File: config.mk
export PLATFORM = sky130hd
export DESIGN_NAME = chacha_reduced_round_block_core_flat
export DESIGN_NICKNAME = d
export VERILOG_FILES = /design/src/rtl/core/chacha_pkg.sv /design/src/rtl/core/chacha_ifs.sv /design/src/rtl/core/chacha_qr.sv /design/src/rtl/core/chacha_reduced_round_block_core.sv /design/src/flat_wrapper.sv
export SDC_FILE = /design/constraint.sdc
export NUM_CORES = 2
export LEC_CHECK = 0
export BUFFER_PORTS_ARGS = -buffer_cell sky130_fd_sc_hd__buf_4
export CAP_MARGIN = 20
export CORE_UTILIZATION = 30
export DETAILED_ROUTE_END_ITERATION = 10
export PLACE_DENSITY_LB_ADDON = 0.25
export SLEW_MARGIN = 10
export SYNTH_ARGS = -nofsm -noshare
export SYNTH_HDL_FRONTEND = slang
export SYNTH_SLANG_ARGS = --single-unit
File: constraint.sdc
create_clock -name clk -period 23.3 [get_ports clk]
set_input_delay 1.165 -clock clk [delete_from_list [all_inputs] [get_ports clk]]
set_output_delay 1.165 -clock clk [all_outputs]
set_load 0.1 [all_outputs]
File: src/rtl/core/chacha_pkg.sv
// Shared types and constants for the reduced-round ChaCha block core.
// Holds the sequencer control word, the program table and the lane word bundle.
// No dependencies.
`timescale 1ns / 1ps

package chacha_pkg;

  localparam int unsigned MAX_ROUNDS = 20;
  localparam int unsigned ROUNDS_W   = 5;
  localparam int unsigned WORD_W     = 32;
  localparam int unsigned FIELD_W    = 64;
  localparam int unsigned NWORDS     = 16;
  localparam int unsigned NFIELDS    = 8;

  localparam logic [ROUNDS_W-1:0] MAX_ROUNDS_V  = ROUNDS_W'(MAX_ROUNDS);
  localparam logic [ROUNDS_W-1:0] RESET_ROUNDS  =
    (MAX_ROUNDS < 20) ? ROUNDS_W'(MAX_ROUNDS) : ROUNDS_W'(20);

  // Rotation amounts of the quarter round, in the order they are applied.
  localparam int unsigned ROT_1 = 16;
  localparam int unsigned ROT_2 = 12;
  localparam int unsigned ROT_3 = 8;
  localparam int unsigned ROT_4 = 7;

  typedef logic [1:0] pc_t;

  localparam pc_t PC_LOAD   = 2'd0;
  localparam pc_t PC_COLUMN = 2'd1;
  localparam pc_t PC_DIAG   = 2'd2;
  localparam pc_t PC_FINAL  = 2'd3;

  typedef enum logic [1:0] {
    OP_LOAD,
    OP_COLUMN,
    OP_DIAG,
    OP_FINAL
  } op_t;

  // One microcode word: the datapath operation, the step taken when the
  // remaining round count is nonzero, and the step taken when it is zero.
  typedef struct packed {
    op_t op;
    pc_t next_pc;
    pc_t zero_pc;
  } ctrl_t;

  typedef struct packed {
    logic [WORD_W-1:0] a;
    logic [WORD_W-1:0] b;
    logic [WORD_W-1:0] c;
    logic [WORD_W-1:0] d;
  } qr_words_t;

  function automatic ctrl_t program_word(input pc_t pc);
    ctrl_t w;
    case (pc)
      PC_LOAD:   w = '{op: OP_LOAD,   next_pc: PC_COLUMN, zero_pc: PC_FINAL};
      PC_COLUMN: w = '{op: OP_COLUMN, next_pc: PC_DIAG,   zero_pc: PC_FINAL};
      PC_DIAG:   w = '{op: OP_DIAG,   next_pc: PC_COLUMN, zero_pc: PC_FINAL};
      PC_FINAL:  w = '{op: OP_FINAL,  next_pc: PC_LOAD,   zero_pc: PC_LOAD};
      default:   w = '{op: OP_LOAD,   next_pc: PC_LOAD,   zero_pc: PC_LOAD};
    endcase
    return w;
  endfunction

endpackage

File: src/rtl/core/chacha_ifs.sv
// Channel interfaces of the ChaCha block core: input items, result items and
// the round count write channel. Depends on chacha_pkg.
`timescale 1ns / 1ps

interface chacha_in_if;
  logic                             valid;
  logic                             ready;
  logic [chacha_pkg::FIELD_W-1:0]   in_words_0_1;
  logic [chacha_pkg::FIELD_W-1:0]   in_words_2_3;
  logic [chacha_pkg::FIELD_W-1:0]   in_words_4_5;
  logic [chacha_pkg::FIELD_W-1:0]   in_words_6_7;
  logic [chacha_pkg::FIELD_W-1:0]   in_words_8_9;
  logic [chacha_pkg::FIELD_W-1:0]   in_words_10_11;
  logic [chacha_pkg::FIELD_W-1:0]   in_words_12_13;
  logic [chacha_pkg::FIELD_W-1:0]   in_words_14_15;

  modport source (output valid, in_words_0_1, in_words_2_3, in_words_4_5, in_words_6_7,
                  in_words_8_9, in_words_10_11, in_words_12_13, in_words_14_15,
                  input ready);
  modport sink (input valid, in_words_0_1, in_words_2_3, in_words_4_5, in_words_6_7,
                in_words_8_9, in_words_10_11, in_words_12_13, in_words_14_15,
                output ready);
endinterface

interface chacha_out_if;
  logic                             valid;
  logic                             ready;
  logic [chacha_pkg::FIELD_W-1:0]   out_words_0_1;
  logic [chacha_pkg::FIELD_W-1:0]   out_words_2_3;
  logic [chacha_pkg::FIELD_W-1:0]   out_words_4_5;
  logic [chacha_pkg::FIELD_W-1:0]   out_words_6_7;
  logic [chacha_pkg::FIELD_W-1:0]   out_words_8_9;
  logic [chacha_pkg::FIELD_W-1:0]   out_words_10_11;
  logic [chacha_pkg::FIELD_W-1:0]   out_words_12_13;
  logic [chacha_pkg::FIELD_W-1:0]   out_words_14_15;

  modport source (output valid, out_words_0_1, out_words_2_3, out_words_4_5,
                  out_words_6_7, out_words_8_9, out_words_10_11, out_words_12_13,
                  out_words_14_15, input ready);
  modport sink (input valid, out_words_0_1, out_words_2_3, out_words_4_5,
                out_words_6_7, out_words_8_9, out_words_10_11, out_words_12_13,
                out_words_14_15, output ready);
endinterface

interface chacha_cfg_if;
  logic                              valid;
  logic                              ready;
  logic [chacha_pkg::ROUNDS_W-1:0]   round_count;

  modport source (output valid, round_count, input ready);
  modport sink (input valid, round_count, output ready);
endinterface

File: src/rtl/core/chacha_qr.sv
// One ChaCha quarter-round lane: four add, xor and rotate steps on 32-bit words.
// Depends on chacha_pkg for the word bundle and rotation amounts.
`timescale 1ns / 1ps

module chacha_qr (
  input  chacha_pkg::qr_words_t words,
  output chacha_pkg::qr_words_t result
);

  function automatic logic [chacha_pkg::WORD_W-1:0] rotl(
    input logic [chacha_pkg::WORD_W-1:0] v,
    input int unsigned                   s
  );
    return (v << s) | (v >> (chacha_pkg::WORD_W - s));
  endfunction

  logic [chacha_pkg::WORD_W-1:0] a1, d1, c1, b1, a2, d2, c2, b2;

  always_comb begin
    a1 = words.a + words.b;
    d1 = rotl(words.d ^ a1, chacha_pkg::ROT_1);
    c1 = words.c + d1;
    b1 = rotl(words.b ^ c1, chacha_pkg::ROT_2);
    a2 = a1 + b1;
    d2 = rotl(d1 ^ a2, chacha_pkg::ROT_3);
    c2 = c1 + d2;
    b2 = rotl(b1 ^ c2, chacha_pkg::ROT_4);
    result = '{a: a2, b: b2, c: c2, d: d2};
  end

endmodule

File: src/rtl/core/chacha_reduced_round_block_core.sv
// Top level of the reduced-round ChaCha block core: microcode sequencer,
// state registers, four quarter-round lanes and the result register.
// Depends on chacha_pkg, chacha_ifs and chacha_qr.
`timescale 1ns / 1ps

// How to use this block:
// An item on in_ch is one 512-bit ChaCha state, sixteen 32-bit words packed
// two to a field with the even word in the low half. It is accepted at a
// rising edge where in_ch.valid and in_ch.ready are both high. The block
// applies round_count rounds, column and diagonal rounds alternating and
// starting with a column round, adds the input words back in, and presents
// one result item on out_ch, held until out_ch.ready is seen high.
// A small microcode program sequences the work. Its step counter walks a
// load step, then one step per round, then a final add step. Four
// quarter-round lanes work on a whole round together in each round step.
// The block takes no new item until the final add step of the previous item
// is done and the sequencer is back on the load step.
// The result sits in its own register, so the next item is accepted while a
// finished result still waits. If the receiver stalls, the final add step
// holds until the result register is free, and no further item is accepted.
// cfg_ch writes round_count at any time it is always ready; values above 20
// are stored as 20. Writes must only happen while the block is idle.
// Synchronous reset returns the sequencer to the load step, drops out_ch.valid
// and sets round_count to 20.
module chacha_reduced_round_block_core (
  input  logic                clk,
  input  logic                rst,
  chacha_in_if.sink           in_ch,
  chacha_out_if.source        out_ch,
  chacha_cfg_if.sink          cfg_ch
);

  localparam int unsigned W  = chacha_pkg::WORD_W;
  localparam int unsigned RW = chacha_pkg::ROUNDS_W;

  chacha_pkg::pc_t   pc, pc_next;
  chacha_pkg::ctrl_t ctrl;

  logic [RW-1:0] round_count;
  logic [RW-1:0] cnt, cnt_next;
  logic          out_valid;

  logic [W-1:0]                  w      [chacha_pkg::NWORDS];
  logic [W-1:0]                  orig   [chacha_pkg::NWORDS];
  logic [W-1:0]                  round_w[chacha_pkg::NWORDS];
  logic [chacha_pkg::FIELD_W-1:0] in_flat [chacha_pkg::NFIELDS];
  logic [chacha_pkg::FIELD_W-1:0] out_data[chacha_pkg::NFIELDS];

  chacha_pkg::qr_words_t lane_in [4];
  chacha_pkg::qr_words_t lane_out[4];

  logic in_acc, final_go, diag_sel;

  assign ctrl = chacha_pkg::program_word(pc);

  // The input channel is open only on the load step.
  assign in_ch.ready = (ctrl.op == chacha_pkg::OP_LOAD);
  assign in_acc      = in_ch.valid && in_ch.ready;
  assign cfg_ch.ready = 1'b1;

  // The final add waits while an earlier result is still unclaimed.
  assign final_go = (ctrl.op == chacha_pkg::OP_FINAL) && (!out_valid || out_ch.ready);

  always_comb begin
    case (ctrl.op)
      chacha_pkg::OP_LOAD:   cnt_next = in_acc ? round_count : cnt;
      chacha_pkg::OP_COLUMN: cnt_next = cnt - RW'(1);
      chacha_pkg::OP_DIAG:   cnt_next = cnt - RW'(1);
      default:               cnt_next = cnt;
    endcase
  end

  always_comb begin
    if ((ctrl.op == chacha_pkg::OP_LOAD && !in_acc) ||
        (ctrl.op == chacha_pkg::OP_FINAL && !final_go)) begin
      pc_next = pc;
    end else if (cnt_next == '0) begin
      pc_next = ctrl.zero_pc;
    end else begin
      pc_next = ctrl.next_pc;
    end
  end

  // Lane i of a column round works on words i, 4+i, 8+i, 12+i. A diagonal
  // round shifts the lower three rows by one, two and three columns.
  assign diag_sel = (ctrl.op == chacha_pkg::OP_DIAG);

  always_comb begin
    logic [1:0] cb, cc, cd;
    for (int i = 0; i < 4; i++) begin
      cb = 2'(i) + (diag_sel ? 2'd1 : 2'd0);
      cc = 2'(i) + (diag_sel ? 2'd2 : 2'd0);
      cd = 2'(i) + (diag_sel ? 2'd3 : 2'd0);
      lane_in[i] = '{a: w[{2'b00, 2'(i)}], b: w[{2'b01, cb}],
                     c: w[{2'b10, cc}],    d: w[{2'b11, cd}]};
    end
  end

  always_comb begin
    logic [1:0] cb, cc, cd;
    round_w = w;
    for (int i = 0; i < 4; i++) begin
      cb = 2'(i) + (diag_sel ? 2'd1 : 2'd0);
      cc = 2'(i) + (diag_sel ? 2'd2 : 2'd0);
      cd = 2'(i) + (diag_sel ? 2'd3 : 2'd0);
      round_w[{2'b00, 2'(i)}] = lane_out[i].a;
      round_w[{2'b01, cb}]    = lane_out[i].b;
      round_w[{2'b10, cc}]    = lane_out[i].c;
      round_w[{2'b11, cd}]    = lane_out[i].d;
    end
  end

  for (genvar g = 0; g < 4; g++) begin : g_lane
    chacha_qr u_qr (
      .words  (lane_in[g]),
      .result (lane_out[g])
    );
  end

  assign in_flat[0] = in_ch.in_words_0_1;
  assign in_flat[1] = in_ch.in_words_2_3;
  assign in_flat[2] = in_ch.in_words_4_5;
  assign in_flat[3] = in_ch.in_words_6_7;
  assign in_flat[4] = in_ch.in_words_8_9;
  assign in_flat[5] = in_ch.in_words_10_11;
  assign in_flat[6] = in_ch.in_words_12_13;
  assign in_flat[7] = in_ch.in_words_14_15;

  // Working state and saved input: loaded on acceptance, updated each round.
  for (genvar k = 0; k < chacha_pkg::NWORDS; k++) begin : g_word
    always_ff @(posedge clk) begin
      if (in_acc) begin
        w[k]    <= in_flat[k / 2][(k % 2) * W +: W];
        orig[k] <= in_flat[k / 2][(k % 2) * W +: W];
      end else if (ctrl.op == chacha_pkg::OP_COLUMN || ctrl.op == chacha_pkg::OP_DIAG) begin
        w[k] <= round_w[k];
      end
    end
  end

  // Result register: feed-forward add of the input words.
  for (genvar f = 0; f < chacha_pkg::NFIELDS; f++) begin : g_field
    always_ff @(posedge clk) begin
      if (final_go) begin
        out_data[f] <= {w[2 * f + 1] + orig[2 * f + 1], w[2 * f] + orig[2 * f]};
      end
    end
  end

  always_ff @(posedge clk) begin
    if (rst) begin
      pc          <= chacha_pkg::PC_LOAD;
      cnt         <= '0;
      out_valid   <= 1'b0;
      round_count <= chacha_pkg::RESET_ROUNDS;
    end else begin
      pc  <= pc_next;
      cnt <= cnt_next;
      if (final_go) begin
        out_valid <= 1'b1;
      end else if (out_ch.ready) begin
        out_valid <= 1'b0;
      end
      if (cfg_ch.valid && cfg_ch.ready) begin
        round_count <= (cfg_ch.round_count > chacha_pkg::MAX_ROUNDS_V) ?
                       chacha_pkg::MAX_ROUNDS_V : cfg_ch.round_count;
      end
    end
  end

  assign out_ch.valid           = out_valid;
  assign out_ch.out_words_0_1   = out_data[0];
  assign out_ch.out_words_2_3   = out_data[1];
  assign out_ch.out_words_4_5   = out_data[2];
  assign out_ch.out_words_6_7   = out_data[3];
  assign out_ch.out_words_8_9   = out_data[4];
  assign out_ch.out_words_10_11 = out_data[5];
  assign out_ch.out_words_12_13 = out_data[6];
  assign out_ch.out_words_14_15 = out_data[7];

  // Once an item is taken, the input stays closed until its final add.
  a_no_double_accept: assert property (@(posedge clk) disable iff (rst)
    in_acc |=> !in_ch.ready)
    else $error("input accepted again right after an accept");

  // A result only appears out of the final add step.
  a_result_from_final: assert property (@(posedge clk) disable iff (rst)
    $rose(out_valid) |-> $past(pc) == chacha_pkg::PC_FINAL)
    else $error("result register loaded outside the final step");

  // The round counter never exceeds the largest legal count.
  a_cnt_bound: assert property (@(posedge clk) disable iff (rst)
    cnt <= chacha_pkg::MAX_ROUNDS_V && round_count <= chacha_pkg::MAX_ROUNDS_V)
    else $error("round count out of range");

  // A round step always leaves one fewer round to go.
  a_round_count_down: assert property (@(posedge clk) disable iff (rst)
    (ctrl.op == chacha_pkg::OP_COLUMN || ctrl.op == chacha_pkg::OP_DIAG)
      |=> cnt == $past(cnt) - RW'(1))
    else $error("round counter did not step down");

endmodule
File: src/flat_wrapper.sv
// flat-port wrapper written by rule: the top's interface ports become plain ports
module chacha_reduced_round_block_core_flat 
  (clk, rst, in_ch_valid, in_ch_in_words_0_1, in_ch_in_words_2_3, in_ch_in_words_4_5, in_ch_in_words_6_7, in_ch_in_words_8_9, in_ch_in_words_10_11, in_ch_in_words_12_13, in_ch_in_words_14_15, in_ch_ready, out_ch_valid, out_ch_out_words_0_1, out_ch_out_words_2_3, out_ch_out_words_4_5, out_ch_out_words_6_7, out_ch_out_words_8_9, out_ch_out_words_10_11, out_ch_out_words_12_13, out_ch_out_words_14_15, out_ch_ready, cfg_ch_valid, cfg_ch_round_count, cfg_ch_ready);
  chacha_in_if in_ch_i ();
  chacha_out_if out_ch_i ();
  chacha_cfg_if cfg_ch_i ();
  input  logic clk;
  input  logic rst;
  input wire logic [$bits(in_ch_i.valid)-1:0] in_ch_valid;
  input wire logic [$bits(in_ch_i.in_words_0_1)-1:0] in_ch_in_words_0_1;
  input wire logic [$bits(in_ch_i.in_words_2_3)-1:0] in_ch_in_words_2_3;
  input wire logic [$bits(in_ch_i.in_words_4_5)-1:0] in_ch_in_words_4_5;
  input wire logic [$bits(in_ch_i.in_words_6_7)-1:0] in_ch_in_words_6_7;
  input wire logic [$bits(in_ch_i.in_words_8_9)-1:0] in_ch_in_words_8_9;
  input wire logic [$bits(in_ch_i.in_words_10_11)-1:0] in_ch_in_words_10_11;
  input wire logic [$bits(in_ch_i.in_words_12_13)-1:0] in_ch_in_words_12_13;
  input wire logic [$bits(in_ch_i.in_words_14_15)-1:0] in_ch_in_words_14_15;
  output wire logic [$bits(in_ch_i.ready)-1:0] in_ch_ready;
  output wire logic [$bits(out_ch_i.valid)-1:0] out_ch_valid;
  output wire logic [$bits(out_ch_i.out_words_0_1)-1:0] out_ch_out_words_0_1;
  output wire logic [$bits(out_ch_i.out_words_2_3)-1:0] out_ch_out_words_2_3;
  output wire logic [$bits(out_ch_i.out_words_4_5)-1:0] out_ch_out_words_4_5;
  output wire logic [$bits(out_ch_i.out_words_6_7)-1:0] out_ch_out_words_6_7;
  output wire logic [$bits(out_ch_i.out_words_8_9)-1:0] out_ch_out_words_8_9;
  output wire logic [$bits(out_ch_i.out_words_10_11)-1:0] out_ch_out_words_10_11;
  output wire logic [$bits(out_ch_i.out_words_12_13)-1:0] out_ch_out_words_12_13;
  output wire logic [$bits(out_ch_i.out_words_14_15)-1:0] out_ch_out_words_14_15;
  input wire logic [$bits(out_ch_i.ready)-1:0] out_ch_ready;
  input wire logic [$bits(cfg_ch_i.valid)-1:0] cfg_ch_valid;
  input wire logic [$bits(cfg_ch_i.round_count)-1:0] cfg_ch_round_count;
  output wire logic [$bits(cfg_ch_i.ready)-1:0] cfg_ch_ready;
  assign in_ch_i.valid = in_ch_valid;
  assign in_ch_i.in_words_0_1 = in_ch_in_words_0_1;
  assign in_ch_i.in_words_2_3 = in_ch_in_words_2_3;
  assign in_ch_i.in_words_4_5 = in_ch_in_words_4_5;
  assign in_ch_i.in_words_6_7 = in_ch_in_words_6_7;
  assign in_ch_i.in_words_8_9 = in_ch_in_words_8_9;
  assign in_ch_i.in_words_10_11 = in_ch_in_words_10_11;
  assign in_ch_i.in_words_12_13 = in_ch_in_words_12_13;
  assign in_ch_i.in_words_14_15 = in_ch_in_words_14_15;
  assign in_ch_ready = in_ch_i.ready;
  assign out_ch_valid = out_ch_i.valid;
  assign out_ch_out_words_0_1 = out_ch_i.out_words_0_1;
  assign out_ch_out_words_2_3 = out_ch_i.out_words_2_3;
  assign out_ch_out_words_4_5 = out_ch_i.out_words_4_5;
  assign out_ch_out_words_6_7 = out_ch_i.out_words_6_7;
  assign out_ch_out_words_8_9 = out_ch_i.out_words_8_9;
  assign out_ch_out_words_10_11 = out_ch_i.out_words_10_11;
  assign out_ch_out_words_12_13 = out_ch_i.out_words_12_13;
  assign out_ch_out_words_14_15 = out_ch_i.out_words_14_15;
  assign out_ch_i.ready = out_ch_ready;
  assign cfg_ch_i.valid = cfg_ch_valid;
  assign cfg_ch_i.round_count = cfg_ch_round_count;
  assign cfg_ch_ready = cfg_ch_i.ready;
  chacha_reduced_round_block_core u_core (.clk(clk), .rst(rst), .in_ch(in_ch_i), .out_ch(out_ch_i), .cfg_ch(cfg_ch_i));
endmodule
Word-level counts from Yosys, hierarchy flattened
Memory sizes are Yosys's and may differ from the RTL's. Index checks and enable logic that the tools add are counted.

Flip-flop bits (word level): 525. Memory bits (writable): 1024. Bits of input ports: 522. Output and inout bits: 515. Logic and storage cells: 285. Memories: 2.

Add/subtract/negate cells: 42. $lt $le $gt $ge: 25. Equality and inequality tests: 6. Muxes and demuxes: 118. Bitwise logic cells: 44. Reductions and logical operators: 28.

Memory list: u_core.orig (depth 16, width 32, read ports 16, clocked after memory_dff 0, wr ports 16, RTL line chacha_reduced_round_block_core.sv:44) `logic [W-1:0] orig [chacha_pkg::NWORDS];`; u_core.out_data (depth 8, width 64, read ports 8, clocked after memory_dff 0, wr ports 8, RTL line chacha_reduced_round_block_core.sv:47) `logic [chacha_pkg::FIELD_W-1:0] out_data[chacha_pkg::NFIELDS];`.

Operator list (number): 512-bit bitwise mux (12); 32-bit 2-to-1 mux (68); 32-bit binary-select mux with 4-bit select (12); 32-bit demux with 4-bit select (12); 32-bit adder (32); 32-bit bitwise XOR (16); 32-bit by 12-bit OR with 32-bit output (4); 32-bit by 16-bit OR with 32-bit output (4); 32-bit by 7-bit OR with 32-bit output (4); 32-bit by 8-bit OR with 32-bit output (4); 5-bit >= comparator (second input constant) (12); 5-bit by 1-bit < comparator with 1-bit output (second input constant) (12); 4-bit NOT with 5-bit output (8); 6-bit case mux with 4 select lines (1); 3-bit NOT with 5-bit output (4); 1-bit logical AND (16); 2-bit adder (first input constant) (6); 5-bit 2-to-1 mux (2); 5-bit case mux with 2 select lines (1); 2-bit equality test (second input constant) (4); 1-bit 2-to-1 mux (7); 1-bit by 2-bit adder with 2-bit output (first input constant) (3); 2-bit 2-to-1 mux (3); 5-bit > comparator (second input constant) (1); 8 further kinds (15).

Longest topological paths before layout
Depth in word-level cells: 34. Gate-level depth with buffers: 59. Mapped depth without buffers: 54.

Cells and area by module
A second synthesis with hierarchy kept.

Cell total of the unflattened synthesis: 10902. Area total of the unflattened synthesis: 114751.3 sq um.

Modules (own cells, without submodules): chacha_reduced_round_block_core (instances 1, cells an instance 6866, area each 84649.9 sq um, sequential area each 46384.5 sq um); chacha_qr at u_core.g_lane[0].u_qr ... (instances 3, cells an instance 996, area each 7449.6 sq um, sequential area each 0.0 sq um); chacha_qr at u_core.g_lane[3].u_qr (instances 1, cells an instance 1048, area each 7752.4 sq um, sequential area each 0.0 sq um).

Worst setup path after synthesis
OpenSTA, ideal clock, no wires.

Path type: in2reg. Start: input out_ch_ready. End: memory u_core.out_data[0][0] (netlist name) (enable). Library setup time: 1462 ps. Arrival: 23785 ps. Data required time: 21838 ps. Setup slack: -1947 ps. Cell stages on the path: 2. Path buffers: 0. Cell sequence: nor2b_1 -> nor2b_1.

RTL lines: from (decl) (RTL line flat_wrapper.sv:28) `input wire logic [$bits(out_ch_i.ready)-1:0] out_ch_ready;`; to (decl) (RTL line chacha_reduced_round_block_core.sv:47).

==> reports/summary.log <==
qor: outcome.result_of_the_run finished clean
qor: logic_synthesis.post_synth_fa_ha_maj_area_fraction 11.7%
qor: cts.cts.repair.resized 0
qor: logic_synthesis.largest_family_of_logic_cells_by_synthesized_area compound AO/OA/AOI/OAI gates
qor: finish.num-nets-final 13,965
qor: logic_synthesis.synthesis.instances 11,245
qor: floorplan.die_area 379,000 um^2
qor: global_route.grt_first_pass_wirelength 861,000 um
qor: logic_synthesis.mux_share_of_post_synthesis_cell_area 3.87%
qor: logic_synthesis.post_synth_xor_area_fraction 11.4%
qor: cts.clk_pin_slew 0.06 ns
qor: sta.final.setup_skew 0.130 ns
qor: logic_synthesis.synthesized_area_fraction_occupied_by_ao_oa_aoi_and_oai_cells 18.2%
qor: logic_synthesis.synth-seq-area-share 41.0%
qor: floorplan.io-pin-count 1,037
qor: cts.postCtsSetupBuffers 0
qor: cts.tritoncts.num_buffers 195
qor: sta.fin_tns_setup 0 ns
qor: worst_setup_path.timing.critical_path.required 24.05 ns
qor: logic_synthesis.postSynth.asyncResetShare 0%
qor: global_route.gr-usage-all-layers 33.8%
qor: sta.timing.final.setup_violations 0
qor: cts.cts-hold-fix-buffers 0
qor: worst_setup_path.slowest_stage xor2_1
qor: routing.wire_per_inst 37.9 um
qor: worst_setup_path.timing.critical_path.arrival 18.46 ns
qor: logic_synthesis.synth-main-ff-cell edfxtp_1
qor: routing.detail_route.wirelength 670,000 um
qor: logic_synthesis.synth_warnings 0
qor: sta.grt_setup_unrepaired no
qor: worst_setup_path.timing.critical_path.from_type flop
qor: logic_synthesis.syn-cell-area 113,000 um^2
qor: placement.last_weighted_congestion_value_of_the_routability_driven_placer 1.13
qor: cts.clock_tree_from_tritoncts yes
qor: placement.place.detailed.hpwl 568,000 um
qor: min_path.hp-class in2reg
qor: cts.clock_root_cell clkbuf_16
qor: floorplan.row_count 225
qor: cts.clock_sink_count 1,549
qor: routing.final_antenna_net_count 0
qor: logic_synthesis.post_synth_top_cells edfxtp_1, a21oi_1, ha_1
qor: sta.max_slew_margin 6.94%
qor: global_route.grt_pass1_vias 93,660
qor: sta.max_slew.worst_pin.slew 1.39 ns
qor: sta.drv_slew 0
qor: worst_setup_path.worstSetupPathType reg2reg
qor: cts.clk_path_buf_depth 4
qor: cts.worst_skew_pair.late_latency 1.00 ns
qor: logic_synthesis.post-synth-top-area-cell edfxtp_1
qor: global_route.grt_start_max_net_pins 151
qor: job.max_cap_viol 0
qor: finish.drive_gt1_share 15.0%
qor: sta.min_period_over_period 76.0%
qor: finish.syn_to_final_growth 19.4%
qor: routing.drc_errors 0
qor: floorplan.initial_core_util 30.1%
qor: logic_synthesis.mean_instance_size_in_the_synthesized_netlist 10.0 um^2
qor: placement.io_buffer_count 1,035
qor: routing.drt_pass1_iterations 8
qor: sta.final-hold-violation-count 0
qor: logic_synthesis.ys_ff_latch 1,549
qor: worst_setup_path.path_max_fanout 98
qor: logic_synthesis.synth_simple_gate_area_share 11.3%
qor: floorplan.fp.coreArea 375,000 um^2
qor: floorplan.fp.dieW 616 um
qor: worst_setup_path.path_common_cell a21oi_1
qor: cts.cts_max_level 4
qor: logic_synthesis.synth.top_cells.by_area edfxtp_1, ha_1, xnor2_1
qor: sta.max_clock_freq 56.5 MHz
qor: logic_synthesis.synth-edff-count 1,536
qor: routing.detail_route.iter0.violations 14,232
qor: logic_synthesis.synthMostInstantiatedCell edfxtp_1
qor: routing.vias 102,050
qor: global_route.grt-ovfl-total 0
qor: worst_setup_path.setup.worst_path.end_class flop
qor: sta.post_route_minimum_period 17.71 ns
qor: routing.via_per_inst 5.78
qor: worst_setup_path.slowest_delay 0.95 ns
qor: logic_synthesis.yosys.cell_types.count 96
qor: floorplan.die_height 616 um
qor: logic_synthesis.yosysTopAreaCellShare 40.8%
qor: global_route.grt_antenna_before_repair 110
qor: logic_synthesis.synth.net_count 12,807
-- path summary, 6_finish.rpt --
check	startpoint	endpoint	slack (ns)	depth (start not counted)
min	in_ch_in_words_6_7[6]	u_core.orig[0][198]	0.36	1
max reg2reg	u_core.pc[0]	flop	5.59	54
min reg2reg	u_core.round_count[3]	u_core.round_count[3]	0.50	2
max	u_core.pc[0]	flop	5.59	54
-- final cells by class --
class	count	area, um^2
diodes	95	238
inverters	438	1660
repair buffers	1257	9570
well taps	4994	6250
clock buffers	225	5050
clock inverters	137	1480
flip-flops and latches	1549	46400
fillers	38312	240000
multi-input cells	8962	64300
-- per-stage QoR --
| step | hold WS, ns | instances | area (um^2) | setup slack, ns | utilization, % |
|---|---|---|---|---|---|
| after floorplan | 0.446 | 11245 | 113000 | 5.64 | - |
| after global placement | 0.484 | 17172 | 128000 | 5.54 | 34.1 |
| after detailed placement | 0.487 | 17194 | 128000 | 6.34 | 34.1 |
| after CTS | 0.316 | 17556 | 135000 | 6.25 | 35.9 |
| after global routing | 0.350 | 17603 | 135000 | 5.15 | 35.9 |
| final | 0.360 | 17657 | 135000 | 5.59 | 35.9 |
-- layout by cell type, fill, tap and decap left out, drive strengths merged, types with 38 or more instances in the layout --
cell type | Yosys | layout
buf | 64 | 1256
mux2i | 207 | 207
diode | 0 | 95
edfxtp | 1536 | 1536
inv | 437 | 454
ha | 1008 | 1008
a221oi | 49 | 49
nand3 | 196 | 196
o21a | 201 | 201
a211oi | 101 | 101
or2 | 42 | 42
mux2 | 172 | 172
clkinv | 1 | 89
xor2 | 453 | 453
nand2b | 122 | 122
xnor2 | 930 | 930
a21o | 420 | 420
or3 | 55 | 55
nand4 | 51 | 51
o21bai | 116 | 116
nor2 | 953 | 953
o21ai | 685 | 685
clkbuf | 232 | 226
and2 | 45 | 45
a31oi | 102 | 102
o221ai | 38 | 38
o31ai | 44 | 44
a21oi | 1055 | 1055
a211o | 42 | 42
a21boi | 48 | 48
nor3 | 170 | 170
o211ai | 55 | 55
nor2b | 133 | 133
and3 | 84 | 84
nand2 | 931 | 931
-- registers in the layout (all words and copies together) (netlist names), named ones only --
signal	cells
u_core.out_ch.valid	1
u_core.pc	2
u_core.cnt	5
u_core.round_count	5
u_core.lane_in	128
u_core.out_data	512
u_core.orig	512
u_core.w	290
-- kinds of logic (layout without fill, tap and decap cells) --
| group | Yosys count | in the layout |
|---|---|---|
| AOI/OAI and AO/OA | 3256 | 3256 |
| and+or+nand+nor | 2855 | 2855 |
| DFF | 1549 | 1549 |
| xor gates and xnor gates | 1415 | 1415 |
| adders and majority gates | 1040 | 1040 |
| buffers and inverters | 734 | 2057 |
| muxes | 395 | 395 |
| other | 1 | 96 |
-- critical path, delay by kind of cell, from the launching register on --
family                   cells  cell delay (ns)
flip-flops                   1             0.35
AND/OR/NAND/NOR              6             1.23
buffers and inverters        7             1.70
XOR/XNOR                     8             3.59
multiplexers                 1             0.14
adder cells (fa/ha/maj)      5             2.04
AO/OA/AOI/OAI               27             8.36
-- layer usage --
layer	vias up	track usage, %	share of wire (%)
li1	43983	-	-
met3	1416	9.44	10
met5	-	0	0.048
met1	50480	43.0	40
met4	46	24.5	8.4
met2	6125	49.1	41
Power is not shown: default switching activity piles up to over one toggle a cycle in this logic, so the estimate is an artifact.
